==> config.mk <==
export PLATFORM = sky130hd
export DESIGN_NAME = extended_jet_colormap_unit_flat
export DESIGN_NICKNAME = d
export VERILOG_FILES = /design/src/hdl/ejc_pkg.sv /design/src/hdl/ejc_req_if.sv /design/src/hdl/ejc_rsp_if.sv /design/src/hdl/ejc_csr.sv /design/src/hdl/ejc_norm.sv /design/src/hdl/ejc_shade.sv /design/src/hdl/extended_jet_colormap_unit.sv /design/src/flat_wrapper.sv
export VERILOG_INCLUDE_DIRS = /design/src /design/src/hdl
export SDC_FILE = /design/constraint.sdc
export NUM_CORES = 2
export LEC_CHECK = 0
export BUFFER_PORTS_ARGS = -buffer_cell sky130_fd_sc_hd__buf_2
export CORE_UTILIZATION = 60
export DETAILED_ROUTE_END_ITERATION = 10
export PLACE_DENSITY_LB_ADDON = 0.25
export SLEW_MARGIN = 5
export SYNTH_ARGS = -nofsm -noshare
export SYNTH_HDL_FRONTEND = slang
export SYNTH_SLANG_ARGS = --single-unit
==> constraint.sdc <==
create_clock -name clock -period 10.8 [get_ports clock]
set_clock_uncertainty 0.15 [all_clocks]
set_input_delay 2.16 -clock clock [delete_from_list [all_inputs] [get_ports clock]]
set_output_delay 2.16 -clock clock [all_outputs]
set_load 0.005 [all_outputs]
==> src/hdl/assert_macros.svh <==
// Assertion macros shared by the colormap RTL.
`ifndef ASSERT_MACROS_SVH
`define ASSERT_MACROS_SVH

// Clocked check, off while reset is high.
`define ASSERT_CLK(label, clk, rst, prop, msg) \
   label: assert property (@(posedge clk) disable iff (rst) prop) else $error(msg);

// Clocked check, always on (including reset).
`define ASSERT_ANY(label, clk, prop, msg) \
   label: assert property (@(posedge clk) prop) else $error(msg);

`endif

==> src/hdl/ejc_pkg.sv <==
// Types and constants for the extended jet colormap.
package ejc_pkg;

   localparam int CSR_ADDR_BITS = 4;
   localparam int CSR_DATA_BITS = 32;

   typedef enum logic [1:0] {
      REG_RANGE_LOW   = 2'd0,
      REG_RANGE_SCALE = 2'd1,
      REG_GO_PAST_MAX = 2'd2
   } csr_reg_type;

   localparam logic [31:0] RANGE_LOW_RESET   = 32'd0;
   localparam logic [31:0] RANGE_SCALE_RESET = 32'd4096;
   localparam logic        GO_PAST_MAX_RESET = 1'b1;

   typedef struct packed {
      logic signed [31:0] range_low;
      logic [31:0]        range_scale;
      logic               go_past_max;
   } cfg_type;

   localparam int COLOUR_BITS = 13;
   typedef logic [COLOUR_BITS-1:0] colour_type;

   localparam colour_type C_ONE_EIGHTH   = 13'd512;
   localparam colour_type C_THREE_EIGHTH = 13'd1536;
   localparam colour_type C_FIVE_EIGHTH  = 13'd2560;
   localparam colour_type C_SEVEN_EIGHTH = 13'd3584;
   localparam colour_type C_ONE          = 13'd4096;
   localparam colour_type C_NINE_EIGHTH  = 13'd4608;
   localparam colour_type C_FIVE_FOURTH  = 13'd5120;
   localparam colour_type C_THREE_HALF   = 13'd6144;

   localparam int OPERAND_BITS = 11;
   typedef logic [OPERAND_BITS-1:0] operand_type;
   localparam operand_type RAMP_MAX = 11'd1024;

   localparam int SLOPE_BITS = 10;
   localparam logic [SLOPE_BITS-1:0] C_SLOPE = 10'd1020;
   localparam int RAMP_SHIFT = 12;
   localparam int RAMP_PROD_BITS = OPERAND_BITS + SLOPE_BITS;

   localparam logic [7:0] LEVEL_ZERO     = 8'd0;
   localparam logic [7:0] LEVEL_FULL     = 8'd255;
   localparam logic [7:0] LEVEL_DARK_RED = 8'd128;

   typedef struct packed {
      logic        use_ramp;
      operand_type operand;
      logic [7:0]  level;
   } plan_type;

endpackage

==> src/hdl/ejc_req_if.sv <==
// Request channel: one signed sample per transfer.
interface ejc_req_if #(
   parameter int SAMPLE_BITS = 32
) ();
   logic                          valid;
   logic                          ready;
   logic signed [SAMPLE_BITS-1:0] sample;

   modport source (output valid, output sample, input ready);
   modport sink (input valid, input sample, output ready);
endinterface

==> src/hdl/ejc_rsp_if.sv <==
// Response channel: one RGB pixel per transfer.
interface ejc_rsp_if ();
   logic       valid;
   logic       ready;
   logic [7:0] red;
   logic [7:0] green;
   logic [7:0] blue;

   modport source (output valid, output red, output green, output blue, input ready);
   modport sink (input valid, input red, input green, input blue, output ready);
endinterface

==> src/hdl/ejc_csr.sv <==
// APB-style configuration registers of the colormap.
module ejc_csr (
   input  logic                              clock,
   input  logic                              reset,
   input  logic                              csr_psel,
   input  logic                              csr_penable,
   input  logic                              csr_pwrite,
   input  logic [ejc_pkg::CSR_ADDR_BITS-1:0] csr_paddr,
   input  logic [ejc_pkg::CSR_DATA_BITS-1:0] csr_pwdata,
   output logic [ejc_pkg::CSR_DATA_BITS-1:0] csr_prdata,
   output logic                              csr_pready,
   output ejc_pkg::cfg_type                  cfg
);

   logic [31:0]          range_low_ff;
   logic [31:0]          range_scale_ff;
   logic                 go_past_max_ff;
   logic                 write_en;
   ejc_pkg::csr_reg_type reg_sel;

   assign csr_pready = 1'b1;
   assign write_en   = csr_psel && csr_penable && csr_pwrite;
   assign reg_sel    = ejc_pkg::csr_reg_type'(csr_paddr[3:2]);

   always_ff @(posedge clock) begin
      if (reset) begin
         range_low_ff   <= ejc_pkg::RANGE_LOW_RESET;
         range_scale_ff <= ejc_pkg::RANGE_SCALE_RESET;
         go_past_max_ff <= ejc_pkg::GO_PAST_MAX_RESET;
      end else if (write_en) begin
         unique case (reg_sel)
            ejc_pkg::REG_RANGE_LOW:   range_low_ff   <= csr_pwdata;
            ejc_pkg::REG_RANGE_SCALE: range_scale_ff <= csr_pwdata;
            ejc_pkg::REG_GO_PAST_MAX: go_past_max_ff <= csr_pwdata[0];
            default: ;
         endcase
      end
   end

   always_comb begin
      unique case (reg_sel)
         ejc_pkg::REG_RANGE_LOW:   csr_prdata = range_low_ff;
         ejc_pkg::REG_RANGE_SCALE: csr_prdata = range_scale_ff;
         ejc_pkg::REG_GO_PAST_MAX: csr_prdata = {31'd0, go_past_max_ff};
         default:                  csr_prdata = '0;
      endcase
   end

   assign cfg.range_low   = range_low_ff;
   assign cfg.range_scale = range_scale_ff;
   assign cfg.go_past_max = go_past_max_ff;

endmodule

==> src/hdl/ejc_norm.sv <==
// Normalization pipeline: offset, scale multiply, clamp to colour units.
`include "assert_macros.svh"

module ejc_norm #(
   parameter int SAMPLE_BITS = 32
) (
   input  logic                   clock,
   input  logic                   reset,
   input  ejc_pkg::cfg_type       cfg,
   ejc_req_if.sink                req_chan,
   output logic                   out_valid,
   input  logic                   out_ready,
   output ejc_pkg::colour_type    out_colour
);

   localparam int DIFF_BITS = (SAMPLE_BITS > 32 ? SAMPLE_BITS : 32) + 2;

   logic                 en1, en2, en3;
   logic                 v1_ff, v2_ff, v3_ff;
   logic [DIFF_BITS-1:0] sample_ext, low_ext, diff;
   logic                 pos1_in, big1_in;
   logic                 pos1_ff, big1_ff;
   logic [31:0]          mag1_ff;
   logic [63:0]          prod2_ff;
   logic                 zero2_ff, sat2_ff;
   ejc_pkg::colour_type  colour3_in, colour3_ff;

   assign en3 = !v3_ff || out_ready;
   assign en2 = !v2_ff || en3;
   assign en1 = !v1_ff || en2;
   assign req_chan.ready = en1;

   // stage 1: signed offset
   assign sample_ext = {{(DIFF_BITS-SAMPLE_BITS){req_chan.sample[SAMPLE_BITS-1]}},
                        req_chan.sample};
   assign low_ext    = {{(DIFF_BITS-32){cfg.range_low[31]}}, cfg.range_low};
   assign diff       = sample_ext - low_ext;
   assign pos1_in    = !diff[DIFF_BITS-1] && (|diff);
   assign big1_in    = |diff[DIFF_BITS-2:32];

   // stage 3: clamp to 0..1.5
   always_comb begin
      if (zero2_ff) begin
         colour3_in = '0;
      end else if (sat2_ff || (|prod2_ff[63:29]) ||
                   (prod2_ff[28:16] > ejc_pkg::C_THREE_HALF)) begin
         colour3_in = ejc_pkg::C_THREE_HALF;
      end else begin
         colour3_in = prod2_ff[28:16];
      end
   end

   always_ff @(posedge clock) begin
      if (reset) begin
         v1_ff <= 1'b0;
         v2_ff <= 1'b0;
         v3_ff <= 1'b0;
      end else begin
         if (en1) v1_ff <= req_chan.valid;
         if (en2) v2_ff <= v1_ff;
         if (en3) v3_ff <= v2_ff;
      end
   end

   always_ff @(posedge clock) begin
      if (en1) begin
         pos1_ff <= pos1_in;
         big1_ff <= big1_in;
         mag1_ff <= diff[31:0];
      end
      if (en2) begin
         prod2_ff <= mag1_ff * cfg.range_scale;
         zero2_ff <= !pos1_ff || (cfg.range_scale == 32'd0);
         sat2_ff  <= big1_ff;
      end
      if (en3) begin
         colour3_ff <= colour3_in;
      end
   end

   assign out_valid  = v3_ff;
   assign out_colour = colour3_ff;

   `ASSERT_CLK(a_colour_range, clock, reset, v3_ff |-> (colour3_ff <= ejc_pkg::C_THREE_HALF), "colour above 1.5")
   `ASSERT_ANY(a_reset_flush, clock, $past(reset) |-> !(v1_ff || v2_ff || v3_ff), "valid survived reset")

endmodule

==> src/hdl/ejc_shade.sv <==
// Jet ramp pipeline: segment select, slope multiply, pixel output register.
`include "assert_macros.svh"

module ejc_shade (
   input  logic                clock,
   input  logic                reset,
   input  logic                go_past_max,
   input  logic                in_valid,
   output logic                in_ready,
   input  ejc_pkg::colour_type in_colour,
   ejc_rsp_if.source           rsp_chan
);

   logic                en4, en5;
   logic                v4_ff, v5_ff;
   ejc_pkg::plan_type   red_in, green_in, blue_in;
   ejc_pkg::plan_type   red4_ff, green4_ff, blue4_ff;
   logic [7:0]          red5_ff, green5_ff, blue5_ff;
   ejc_pkg::colour_type c;
   logic                operands_ok;

   function automatic ejc_pkg::plan_type flat(input logic [7:0] level);
      ejc_pkg::plan_type p;
      p.use_ramp = 1'b0;
      p.operand  = '0;
      p.level    = level;
      return p;
   endfunction

   function automatic ejc_pkg::plan_type slope(input ejc_pkg::colour_type op);
      ejc_pkg::plan_type p;
      p.use_ramp = 1'b1;
      p.operand  = op[ejc_pkg::OPERAND_BITS-1:0];
      p.level    = ejc_pkg::LEVEL_ZERO;
      return p;
   endfunction

   function automatic logic [7:0] shade(input ejc_pkg::plan_type p);
      logic [ejc_pkg::RAMP_PROD_BITS-1:0] prod;
      prod = ejc_pkg::RAMP_PROD_BITS'(p.operand) * ejc_pkg::RAMP_PROD_BITS'(ejc_pkg::C_SLOPE);
      return p.use_ramp ? prod[ejc_pkg::RAMP_SHIFT+7:ejc_pkg::RAMP_SHIFT] : p.level;
   endfunction

   assign en5      = !v5_ff || rsp_chan.ready;
   assign en4      = !v4_ff || en5;
   assign in_ready = en4;
   assign c        = in_colour;

   // stage 4: pick segment
   always_comb begin
      red_in   = flat(ejc_pkg::LEVEL_ZERO);
      green_in = flat(ejc_pkg::LEVEL_ZERO);
      blue_in  = flat(ejc_pkg::LEVEL_ZERO);
      if (c < ejc_pkg::C_ONE_EIGHTH) begin
         blue_in  = slope(c + ejc_pkg::C_ONE_EIGHTH);
      end else if (c < ejc_pkg::C_THREE_EIGHTH) begin
         green_in = slope(c - ejc_pkg::C_ONE_EIGHTH);
         blue_in  = flat(ejc_pkg::LEVEL_FULL);
      end else if (c < ejc_pkg::C_FIVE_EIGHTH) begin
         red_in   = slope(c - ejc_pkg::C_THREE_EIGHTH);
         green_in = flat(ejc_pkg::LEVEL_FULL);
         blue_in  = slope(ejc_pkg::C_FIVE_EIGHTH - c);
      end else if (c < ejc_pkg::C_SEVEN_EIGHTH) begin
         red_in   = flat(ejc_pkg::LEVEL_FULL);
         green_in = slope(ejc_pkg::C_SEVEN_EIGHTH - c);
      end else if (c < ejc_pkg::C_ONE) begin
         red_in   = slope(ejc_pkg::C_NINE_EIGHTH - c);
      end else if (!go_past_max) begin
         red_in   = flat(ejc_pkg::LEVEL_DARK_RED);
      end else if (c < ejc_pkg::C_NINE_EIGHTH) begin
         red_in   = slope(c - ejc_pkg::C_SEVEN_EIGHTH);
         blue_in  = slope(c - ejc_pkg::C_ONE);
      end else if (c < ejc_pkg::C_FIVE_FOURTH) begin
         red_in   = flat(ejc_pkg::LEVEL_FULL);
         blue_in  = slope(c - ejc_pkg::C_ONE);
      end else if (c < ejc_pkg::C_THREE_HALF) begin
         red_in   = flat(ejc_pkg::LEVEL_FULL);
         green_in = slope(c - ejc_pkg::C_FIVE_FOURTH);
         blue_in  = flat(ejc_pkg::LEVEL_FULL);
      end else begin
         red_in   = flat(ejc_pkg::LEVEL_FULL);
         green_in = flat(ejc_pkg::LEVEL_FULL);
         blue_in  = flat(ejc_pkg::LEVEL_FULL);
      end
   end

   always_ff @(posedge clock) begin
      if (reset) begin
         v4_ff <= 1'b0;
         v5_ff <= 1'b0;
      end else begin
         if (en4) v4_ff <= in_valid;
         if (en5) v5_ff <= v4_ff;
      end
   end

   always_ff @(posedge clock) begin
      if (en4) begin
         red4_ff   <= red_in;
         green4_ff <= green_in;
         blue4_ff  <= blue_in;
      end
      if (en5) begin
         red5_ff   <= shade(red4_ff);
         green5_ff <= shade(green4_ff);
         blue5_ff  <= shade(blue4_ff);
      end
   end

   assign rsp_chan.valid = v5_ff;
   assign rsp_chan.red   = red5_ff;
   assign rsp_chan.green = green5_ff;
   assign rsp_chan.blue  = blue5_ff;

   assign operands_ok = (!red4_ff.use_ramp   || red4_ff.operand   <= ejc_pkg::RAMP_MAX) &&
                        (!green4_ff.use_ramp || green4_ff.operand <= ejc_pkg::RAMP_MAX) &&
                        (!blue4_ff.use_ramp  || blue4_ff.operand  <= ejc_pkg::RAMP_MAX);

   `ASSERT_CLK(a_operand_range, clock, reset, v4_ff |-> operands_ok, "ramp operand above 1024")

endmodule

==> src/hdl/extended_jet_colormap_unit.sv <==
// Top level of the extended jet colormap: sample in, RGB pixel out.
//
//   port       dir   protocol        content
//   req_chan   in    valid/ready     sample, signed Q16.16
//   rsp_chan   out   valid/ready     red, green, blue bytes
//   csr_*      in    APB-style       range_low @0x0, range_scale @0x4, go_past_max @0x8
//
// One request per clock unless rsp_chan back-pressure stalls the pipeline; five register stages.
// Stages: offset, 32x32 scale multiply, clamp, segment select, slope multiply.
// Synchronous active-high reset empties the pipeline and loads register defaults.
// Each stage holds while its successor is full and stalled; bubbles collapse, nothing drops.
module extended_jet_colormap_unit #(
   parameter int SAMPLE_BITS = 32
) (
   input  logic                              clock,
   input  logic                              reset,
   ejc_req_if.sink                           req_chan,
   ejc_rsp_if.source                         rsp_chan,
   input  logic                              csr_psel,
   input  logic                              csr_penable,
   input  logic                              csr_pwrite,
   input  logic [ejc_pkg::CSR_ADDR_BITS-1:0] csr_paddr,
   input  logic [ejc_pkg::CSR_DATA_BITS-1:0] csr_pwdata,
   output logic [ejc_pkg::CSR_DATA_BITS-1:0] csr_prdata,
   output logic                              csr_pready
);

   ejc_pkg::cfg_type    cfg;
   logic                norm_valid;
   logic                norm_ready;
   ejc_pkg::colour_type norm_colour;

   ejc_csr u_csr (
      .clock       (clock),
      .reset       (reset),
      .csr_psel    (csr_psel),
      .csr_penable (csr_penable),
      .csr_pwrite  (csr_pwrite),
      .csr_paddr   (csr_paddr),
      .csr_pwdata  (csr_pwdata),
      .csr_prdata  (csr_prdata),
      .csr_pready  (csr_pready),
      .cfg         (cfg)
   );

   ejc_norm #(
      .SAMPLE_BITS (SAMPLE_BITS)
   ) u_norm (
      .clock      (clock),
      .reset      (reset),
      .cfg        (cfg),
      .req_chan   (req_chan),
      .out_valid  (norm_valid),
      .out_ready  (norm_ready),
      .out_colour (norm_colour)
   );

   ejc_shade u_shade (
      .clock       (clock),
      .reset       (reset),
      .go_past_max (cfg.go_past_max),
      .in_valid    (norm_valid),
      .in_ready    (norm_ready),
      .in_colour   (norm_colour),
      .rsp_chan    (rsp_chan)
   );

endmodule
==> src/flat_wrapper.sv <==
// flat-port wrapper written by rule: the top's interface ports become plain ports
module extended_jet_colormap_unit_flat 
#(
   parameter int SAMPLE_BITS = 32
)
  (clock, reset, csr_psel, csr_penable, csr_pwrite, csr_paddr, csr_pwdata, csr_prdata, csr_pready, req_chan_valid, req_chan_sample, req_chan_ready, rsp_chan_valid, rsp_chan_red, rsp_chan_green, rsp_chan_blue, rsp_chan_ready);
  ejc_req_if #(.SAMPLE_BITS(SAMPLE_BITS)) req_chan_i ();
  ejc_rsp_if rsp_chan_i ();
  input  logic clock;
  input  logic reset;
  input  logic csr_psel;
  input  logic csr_penable;
  input  logic csr_pwrite;
  input  logic [ejc_pkg::CSR_ADDR_BITS-1:0] csr_paddr;
  input  logic [ejc_pkg::CSR_DATA_BITS-1:0] csr_pwdata;
  output logic [ejc_pkg::CSR_DATA_BITS-1:0] csr_prdata;
  output logic csr_pready;
  input wire logic [$bits(req_chan_i.valid)-1:0] req_chan_valid;
  input wire logic [$bits(req_chan_i.sample)-1:0] req_chan_sample;
  output wire logic [$bits(req_chan_i.ready)-1:0] req_chan_ready;
  output wire logic [$bits(rsp_chan_i.valid)-1:0] rsp_chan_valid;
  output wire logic [$bits(rsp_chan_i.red)-1:0] rsp_chan_red;
  output wire logic [$bits(rsp_chan_i.green)-1:0] rsp_chan_green;
  output wire logic [$bits(rsp_chan_i.blue)-1:0] rsp_chan_blue;
  input wire logic [$bits(rsp_chan_i.ready)-1:0] rsp_chan_ready;
  assign req_chan_i.valid = req_chan_valid;
  assign req_chan_i.sample = req_chan_sample;
  assign req_chan_ready = req_chan_i.ready;
  assign rsp_chan_valid = rsp_chan_i.valid;
  assign rsp_chan_red = rsp_chan_i.red;
  assign rsp_chan_green = rsp_chan_i.green;
  assign rsp_chan_blue = rsp_chan_i.blue;
  assign rsp_chan_i.ready = rsp_chan_ready;
  extended_jet_colormap_unit #(.SAMPLE_BITS(SAMPLE_BITS)) u_core (.clock(clock), .reset(reset), .req_chan(req_chan_i), .rsp_chan(rsp_chan_i), .csr_psel(csr_psel), .csr_penable(csr_penable), .csr_pwrite(csr_pwrite), .csr_paddr(csr_paddr), .csr_pwdata(csr_pwdata), .csr_prdata(csr_prdata), .csr_pready(csr_pready));
endmodule
# Word-level counts from Yosys, hierarchy flattened
# Cells that the tools add are included.
dict set report classes {
  n_eq_ne 2
  muxes 26
  multipliers 4
  n_addsub 10
  reduce_logical 28
  n_lt_le_gt_ge 9
}
# op count
set ops {}
lappend ops {{$mux W20} 20}
lappend ops {{$pmux W32 S3} 1}
lappend ops {{$mul A32 B32 Y64} 1}
lappend ops {{$mul A11 B8 Y18 const B} 3}
lappend ops {{$lt A13 B13 Y1 const B} 4}
lappend ops {{$reduce_or A35 Y1} 1}
lappend ops {{$reduce_or A34 Y1} 1}
lappend ops {{$sub A11 B11 Y11 const B} 3}
lappend ops {{$sub A32 B32 Y33} 1}
lappend ops {{$logic_not A32 Y1} 1}
lappend ops {{$lt A13 B12 Y1 const B} 2}
lappend ops {{$mux W8} 3}
lappend ops {{$sub A10 B11 Y11 const A} 2}
lappend ops {{$mux W19} 1}
lappend ops {{$gt A13 B13 Y1 const B} 1}
lappend ops {{$lt A13 B10 Y1 const B} 1}
lappend ops {{$lt A13 B11 Y1 const B} 1}
lappend ops {{$mux W13} 1}
lappend ops {{$add A11 B10 Y11 const B} 1}
lappend ops {{$sub A11 B1 Y11 const B} 1}
lappend ops {{$sub A11 B10 Y11 const B} 1}
lappend ops {{$sub A11 B11 Y11 const A} 1}
lappend ops {{$logic_or A1 B1 Y1} 8}
lappend ops {{$logic_not A1 Y1} 7}
lappend ops {{7 further kinds} 12}
dict set report word_totals {
  word_cells 107
  reg_bits 267
  out_inout_bits 59
}

# Longest topological paths before layout
dict set report logic_depth {
  ltp_word 9
  mapped_depth 29
  mapped_depth_nobuf 26
}

# By module
# From an unflattened synthesis, not the netlist that was laid out.
dict set report unflattened {
  hier_cells 5336
  hier_area_um2 50342.0
}
# mod area_per_inst_um2 cells_each instances
set modules_own_cells {}
lappend modules_own_cells {ejc_norm 37918.9 4059 1}
lappend modules_own_cells {ejc_shade 9191.3 948 1}
lappend modules_own_cells {ejc_csr 3231.8 329 1}

# Worst setup path after synthesis
# No wires, ideal clock.
dict set report synth_path {
  path_kind {register to register}
  from {register u_core.u_csr.range_scale_ff[9]}
  to {register u_core.u_norm.prod2_ff[50] (data pin)}
  stages_incl_launch_ff 26
  path_buffers 3
  required_time_ns 10.390
  period_less_slack_ns 7.463
  setup_slack_ns 3.337
  t_arrival_ns 7.053
  setup_time_ns 0.260
  cell_sequence {dfxtp_1 -> clkbuf_1 -> clkbuf_1 -> and2_1 -> fa_1 -> fa_1 -> inv_1 -> fa_1 -> fa_1 -> inv_1 -> fa_1 -> fa_1 -> fa_1 -> fa_1 -> ha_1 -> clkbuf_1 -> a21o_1 -> a21oi_1 -> o21ai_0 -> a21o_1 -> a21oi_1 -> o21ai_1 -> a31oi_1 -> o41a_1 -> o31a_1 -> xnor2_1}
}
dict set report synth_between {
  elab_chain_cells 1
}
# item line_no
set synth_rtl {}
lappend synth_rtl {{from (decl)} ejc_csr.sv:16} ;# logic [31:0] range_scale_ff;
lappend synth_rtl {{from (signal assigned)} ejc_csr.sv:28} ;# range_scale_ff <= ejc_pkg::RANGE_SCALE_RESET;
lappend synth_rtl {{from (signal assigned)} ejc_csr.sv:33} ;# ejc_pkg::REG_RANGE_SCALE: range_scale_ff <= csr_pwdata;
lappend synth_rtl {{$mul A32 B32 Y64} ejc_norm.sv:72} ;# prod2_ff <= mag1_ff * cfg.range_scale;
lappend synth_rtl {{to (signal assigned)} ejc_norm.sv:72}
lappend synth_rtl {{to (decl)} ejc_norm.sv:24} ;# logic [63:0] prod2_ff;
# Every way passes these cells.
# A chain may end at the register's enable or synchronous reset.

# Worst setup path in the final report
dict set report layout_path {
  from {register u_core.u_csr.range_scale_ff[10]}
  to {register u_core.u_norm.prod2_ff[60] (data pin)}
}
# Same word-level chain as after synthesis.

==> impl_metrics.json <==
{
  "synth_seq_cells": 231,
  "stdcell_count": 6267,
  "hold_class": "flip-flop to flip-flop",
  "crit_path_top_delay_cell": "dfxtp_1",
  "criticalPathCategory": "flip-flop to flip-flop",
  "syn-num-nets": 6738,
  "post_drt_wl_per_cell_um": 19.4,
  "post_dp_cell_area_um2": 50700,
  "seq_area_frac_synth": 0.127,
  "dieArea_um2": 83200,
  "cp_common_cell": "fa_1",
  "place_congestion": 0.925,
  "rsz0062_at_grt": "no",
  "area_delta_synth_final_pct": 5.16,
  "cts.path.max_buffers": 3,
  "drc": 6,
  "cts_inserted_buffers": 29,
  "r2r_start": "u_core.u_csr.range_scale_ff[10]",
  "reg2regPathDepth": 26,
  "max_freq_mhz": 109,
  "path_max_fanout": 19,
  "vias": 35562,
  "core_um2": 80800,
  "drv_cap": 0,
  "cts_setup_buffers": 0,
  "row_count": 104,
  "clk_pin_slew_ps": 60,
  "postSynthAreaPerCell_um2": 9.40,
  "grt_pass1_wl_um": 199000,
  "dp_hpwl_um": 97100,
  "initial_core_util": 0.609,
  "port_buffers": 130,
  "synth_top_flop_cell": "edfxtp_1",
  "fin_util": 0.641,
  "violations": "DRC",
  "worstHoldStart": "u_core.u_csr.range_low_ff[3]",
  "clk_latency_ps": 600,
  "final_area_um2": 51800,
  "reg2reg_slack_ps": 1630,
  "hold_end": "u_core.u_csr.range_low_ff[3]",
  "status": "finished, violations left",
  "slew-limit-headroom": 0.108,
  "yosysTopAreaCellShare": 0.418,
  "cp.arrival_ps": 9350,
  "cp.required_ps": 10970,
  "drt_iter0_markers": 2274,
  "hold-path-cell-count": 2,
  "post-route-period-util": 0.849,
  "cts_tree": "yes",
  "worst_pin_slew_ps": 1340,
  "start_kind": "flip-flop",
  "setup_viol": 0,
  "wirelength_um": 121000,
  "maxSlewViolCount": 0,
  "cts_hold_buf": 0,
  "syn_area_um2": 49200,
  "power_mw": 3.88,
  "layout_setup_ws_ps": 1630,
  "viasPerCell": 5.67,
  "die_y_um": 288,
  "synth_warnings": 0,
  "ant_nets": 0,
  "antenna_found_initial": 1,
  "num_io_pins": 134,
  "drtPass1Iterations": 9,
  "dp.cells": 6213,
  "cts_resized": 0,
  "vdd_drop_max_mv": 0.157,
  "cts_sinks": 231,
  "place_ws_ps": 1900,
  "p_leak_nw": 25.8,
  "grt_start_max_net_pins": 71,
  "grt_usage": 0.305,
  "cts_root_buf": "clkbuf_16",
  "htreeDepth": 1,
  "tns_ps": 0,
  "powerDensity_nw_per_um2": 74.9,
  "ys_async_sr_fraction": 0,
  "overflow": 0,
  "syn_inst": 5241,
  "hold_ws_ps": 319,
  "synth-edff-count": 161,
  "synth_largest_area_cell": "fa_1",
  "synth.distinct_cells": 86,
  "end_kind": "flip-flop",
  "r2r-end": "u_core.u_norm.prod2_ff[60]",
  "min_period_ps": 9170,
  "synth_area_leaders": "fa_1 (42%), ha_1 (10%), edfxtp_1 (9.8%)",
  "nets": 6681,
  "slowest_delay_ps": 1210,
  "drive_gt1_frac": 0.0561,
  "die_width_um": 288,
  "finalHoldViolations": 0,
  "grt_pass1_vias": 38113
}
-- synth_stat cells (34+ instances only) --
cell,number
and2_1,598
nor3_1,34
fa_1,1028
nor2_1,96
edfxtp_1,161
xnor2_1,71
dfxtp_1,70
o21ai_0,88
ha_1,394
nand2_1,651
xor2_1,45
a21oi_1,205
inv_1,1105
clkbuf_1,284
a21o_1,57
-- area by class of cell --
type,instances,area (um2)
multi-input combinational,3615,37800
fill,6678,29000
sequential,231,6240
inverter,1106,4150
tap,1060,1330
timing repair buffer,201,1180
clock buffer,29,726
clock inverter,24,378
antenna,1,2.50
-- worst max-delay path: cells and delay by family (launching register included) --
family                   cells  cell delay [ps]
XOR/XNOR                     1              110
AND/OR/NAND/NOR              2              220
buffers and inverters        6              710
adder cells (fa/ha/maj)      9             4200
flip-flops                   1             1210
AO/OA/AOI/OAI                8             2290
-- where the power goes --
| group | internal, mW | switching, mW | total [mW] |
|---|---|---|---|
| logic | 0.567 | 0.946 | 1.51 |
| clock network | 0.692 | 0.443 | 1.14 |
| registers | 1.09 | 0.137 | 1.23 |
-- logic make-up (layout without fill, tap and decap cells) --
group	Yosys count	count (layout)	synth area share
adders and majority gates	1422	1422	0.518
other	1	2	0.0000761
AOI/OAI and AO/OA	509	509	0.0643
muxes	33	33	0.00673
and+or+nand+nor	1534	1534	0.157
xor gates and xnor gates	116	116	0.0206
buffers and inverters	1395	1360	0.107
DFF	231	231	0.127
-- cell usage in the layout (no fill, tap or decap), types with 32 or more instances in the layout --
| cell type | synthesis | routed |
|---|---|---|
| and2_1 | 598 | 598 |
| o21ai_0 | 88 | 88 |
| fa_1 | 1028 | 1028 |
| xnor2_1 | 71 | 71 |
| xor2_1 | 45 | 45 |
| nand2_1 | 651 | 649 |
| a21o_1 | 57 | 57 |
| a21oi_1 | 205 | 205 |
| buf_4 | 1 | 71 |
| ha_1 | 394 | 394 |
| mux2i_1 | 32 | 32 |
| nor3_1 | 34 | 33 |
| edfxtp_1 | 161 | 161 |
| buf_2 | 0 | 130 |
| dfxtp_1 | 70 | 70 |
| nor2_1 | 96 | 96 |
| inv_1 | 1105 | 1105 |
-- layer usage --
metal,wire (um),up-vias,track usage,part of all wire
met5,0,-,0,0
met4,5720,0,0.124,0.047
met3,7640,298,0.0327,0.063
met2,59300,1299,0.517,0.49
met1,48800,18202,0.403,0.40
li1,-,15763,-,-
-- worst max path at each step --
stage / endpoint / cells after the start / slack (ps) / startpoint
2_1_floorplan: u_core.u_norm.prod2_ff[50] / 25 / 3340 / u_core.u_csr.range_scale_ff[9]
3_3_place_gp: u_core.u_norm.prod2_ff[57] / 26 / 2040 / u_core.u_csr.range_scale_ff[10]
3_5_place_dp: u_core.u_norm.prod2_ff[45] / 25 / 1900 / u_core.u_csr.range_scale_ff[10]
4_1_cts: u_core.u_norm.prod2_ff[63] / 25 / 1820 / u_core.u_csr.range_scale_ff[10]
5_1_grt: u_core.u_norm.prod2_ff[45] / 24 / 1370 / u_core.u_csr.range_scale_ff[10]
6_report: u_core.u_norm.prod2_ff[60] / 26 / 1630 / u_core.u_csr.range_scale_ff[10]
-- sequential cells by signal, summed over array words and instances, names as in the netlist, 8 cells and up --
signal,count
u_core.u_shade.blue4_ff,13
u_core.u_shade.rsp_chan.red,8
u_core.u_shade.rsp_chan.blue,8
u_core.u_csr.range_low_ff,32
u_core.u_norm.prod2_ff,48
u_core.u_norm.mag1_ff,32
u_core.u_csr.range_scale_ff,32
u_core.u_shade.rsp_chan.green,8
u_core.u_norm.out_colour,13
u_core.u_shade.red4_ff,14
u_core.u_shade.green4_ff,13
Power figures use the tool's default switching activity.
